<file path="config.mk">
export PLATFORM = sky130hd
export DESIGN_NAME = jtt_ram
export DESIGN_NICKNAME = d
export VERILOG_FILES = /design/src/rtl/jtt_ram.sv
export SDC_FILE = /design/constraint.sdc
export NUM_CORES = 1
export LEC_CHECK = 0
export ABC_AREA = 1
export BUFFER_PORTS_ARGS = -buffer_cell sky130_fd_sc_hd__buf_2
export CORE_MARGIN = 3
export CORE_UTILIZATION = 35
export DETAILED_ROUTE_END_ITERATION = 10
export PLACE_DENSITY = 0.54
export SYNTH_ARGS = -nofsm -noshare
export SYNTH_HDL_FRONTEND = slang
export SYNTH_SLANG_ARGS = --single-unit
</file>
<file path="constraint.sdc">
create_clock -name clk_i -period 1.2 [get_ports clk_i]
set_input_delay 0.06 -clock clk_i [delete_from_list [all_inputs] [get_ports clk_i]]
set_output_delay 0.06 -clock clk_i [all_outputs]
set_load 0.01 [all_outputs]
</file>
<file path="src/rtl/jtt_ram.sv">
// ----------------------------------------------------------------------------
// jtt_ram
// Generic single-write, single-read RAM with registered read data.
// ----------------------------------------------------------------------------
module jtt_ram #(
  parameter int unsigned WIDTH  = 8,
  parameter int unsigned DEPTH  = 8,
  parameter int unsigned ADDR_W = (DEPTH > 1) ? $clog2(DEPTH) : 1
) (
  input  logic              clk_i,
  input  logic              we_i,
  input  logic [ADDR_W-1:0] waddr_i,
  input  logic [WIDTH-1:0]  wdata_i,
  input  logic [ADDR_W-1:0] raddr_i,
  output logic [WIDTH-1:0]  rdata_o
);

  logic [WIDTH-1:0] mem_q [DEPTH];

  always_ff @(posedge clk_i) begin
    if (we_i) begin
      mem_q[waddr_i] <= wdata_i;
    end
    rdata_o <= mem_q[raddr_i];
  end

endmodule

</file>
==> impl_metrics.yaml <==
power:
  peakVddDrop_mv: 0.513
  power.density_nw_per_um2: 1370
  finalPower_mw: 4.77
  p_leak_nw: 1.63
die:
  floorplan.initialDensity_pct: 36.6
  rows: 33
  die_w_um: 99.4
  die_height_um: 99.4
  die_area_um2: 9870
  io_pins: 24
  core_area_um2: 8340
logic_synthesis:
  synth_simple_gate_area_share_pct: 19.8
  synth_top_family_by_area: "simple AND/OR/NAND/NOR gates"
  syn_area_um2: 3050
  synth_xor_area_share_pct: 0
  synth.distinct_cells: 11
  synth_compound_area_share_pct: 0
  syn_avg_cell_area_um2: 10.1
  ys_seq_elements: 72
  syn-num-nets: 319
  synthAdderAreaFrac_pct: 0
  yosysSeqAreaShare_pct: 68.3
  synthCells: 303
  yosys_warnings: 0
  synth_mux_area_share_pct: 0
job:
  cap_viol_max_count: 0
critical_path:
  crit_chain: "buf_2"
  crit_buf_inv: 1
  slowest_delay_ns: 0.32
  critPathLaunch: "rdata_o[6]"
  slowest_stage: "dfxtp_1"
  worstReg2RegStart: "mem_q[2][5]"
  cp_top_family: "flip-flops"
  cp.arrival_ns: 0.77
  path_max_fanout: 1
  required_ns: 1.14
  startpoint_type: "flop"
  worstSetupPathType: "reg -> out"
  worst_setup_path_end_kind: "primary output"
route:
  dr.pass1.iters: 4
  viasPerCell: 4.28
  remaining_drc_errors: 0
  routedWlPerCell_um: 13.4
  via_count: 1932
  drtIter0Drc: 88
  antenna_left: 0
  wirelength_mm: 6.04
finish:
  final_common_cell: "nand2_1"
  fin_area_um2: 3470
  fillCellCount: 840
  num_antenna_cells: 0
  final_util_pct: 41.6
  area_growth_pct: 13.7
  mostFrequentLayoutCells: "nand2_1, inv_1, edfxtp_1"
  multiInputGateArea_um2: 603
  seqCellArea_um2: 2080
  final_cells: 451
  nets: 357
  drive_gt1_share_pct: 13.0
place:
  place_congestion: 0.790
  placed_cells: 431
  port_buffers: 23
  place_hpwl_mm: 3.87
  post_dp_cell_area_um2: 3280
grt:
  grt_util_met2_pct: 20.5
  grt_antenna_before_repair: 0
  grtUsageMet3_pct: 4.42
  grt_overflow: 0
  grt_most_used_layer: "met2"
  grt_max_degree: 33
  met1_usage_pct: 17.6
  grt_pass1_wl_mm: 9.66
  grt_pass1_vias: 1852
  grtUsageTotal_pct: 13.2
timing:
  drv_slew: 0
  tightest_slew_ns: 0.350
  post-route-min-period_ns: 0.831
  rsz0062_at_grt: "no"
  finalSetupViolCount: 0
  finClkSkew_ns: 0.0101
  timing_hold_violations_final: 0
  fmax_mhz: 1200
  tns_ns: 0
  maxSlewHeadroom_pct: 76.6
  period_share_pct: 69.2
hold_path:
  hold_class: "in -> reg"
  hold_start: "wdata_i[6]"
cts:
  cts_tree: "yes"
  clk_latency_ns: 0.33
  cts.sink_count: 72
  cts.path.max_buffers: 2
  hold_buffers: 4
  htreeDepth: 3
  clockRootBuffer: "clkbuf_8"
  post_cts_resize_count: 0
  post-cts-setup-buffers: 0
  cts_buffers: 9
  clk_pin_slew_ns: 0.07
status:
  outcome: "finished, final reports clean"
-- final timing paths --
path / to / slack [ns] / cells after the start
setup / recovery: rdata_o[6] / 0.37 / 1
hold / removal: mem_q[0][6] / 0.005 / 1
setup reg to reg: rdata_o[5] / 0.37 / 6
hold reg to reg: rdata_o[0] / 0.63 / 6
-- per-layer routing --
metal  part of all wire (%)  up-vias
li1                       -     1008
met1                     47      874
met2                     47       40
met3                    4.4       10
met4                    1.4        0
met5                      0        -
-- synthesized netlist by cell type --
library cell	count	area share, %
dfxtp_1	8	5.3
edfxtp_1	64	63
buf_2	2	0.33
nand2_1	110	14
buf_4	3	0.74
nand3_1	32	5.3
inv_4	1	0.21
inv_2	1	0.12
inv_1	68	8.4
buf_6	6	2.2
nor2_1	8	0.98
-- state kept, by name, summed over array words and instances (netlist names) --
register and cells:
mem_q 64, rdata_o 8
-- final cells by class --
class,count,share of cell area (%)
clock buffer,14,4.11
clock inverter,2,0.216
inverter,70,7.65
multi-input combinational,150,17.4
sequential,72,60.0
tap,105,3.79
timing repair buffer,38,6.85
-- through the flow --
stage          worst slack [ns]  hold WS [ns]
2_1_floorplan             0.265         0.159
3_3_place_gp              0.230         0.342
3_5_place_dp              0.215         0.344
4_1_cts                   0.344      0.000862
5_1_grt                   0.253       0.00991
6_report                  0.369       0.00515
-- power breakdown --
| part | switching, mW | total [mW] | internal (mW) | leakage, nW |
|---|---|---|---|---|
| Sequential | 0.0223 | 2.85 | 2.83 | 0.649 |
| Combinational | 0.242 | 0.373 | 0.131 | 0.905 |
| Clock | 0.801 | 1.54 | 0.742 | 0.0737 |
| Total | 1.07 | 4.77 | 3.70 | 1.63 |
-- cell families after synthesis --
logic type | Yosys count
and+or+nand+nor | 150
buffers and inverters | 81
DFF | 72
Note: power is estimated with default switching activity, not from simulation.
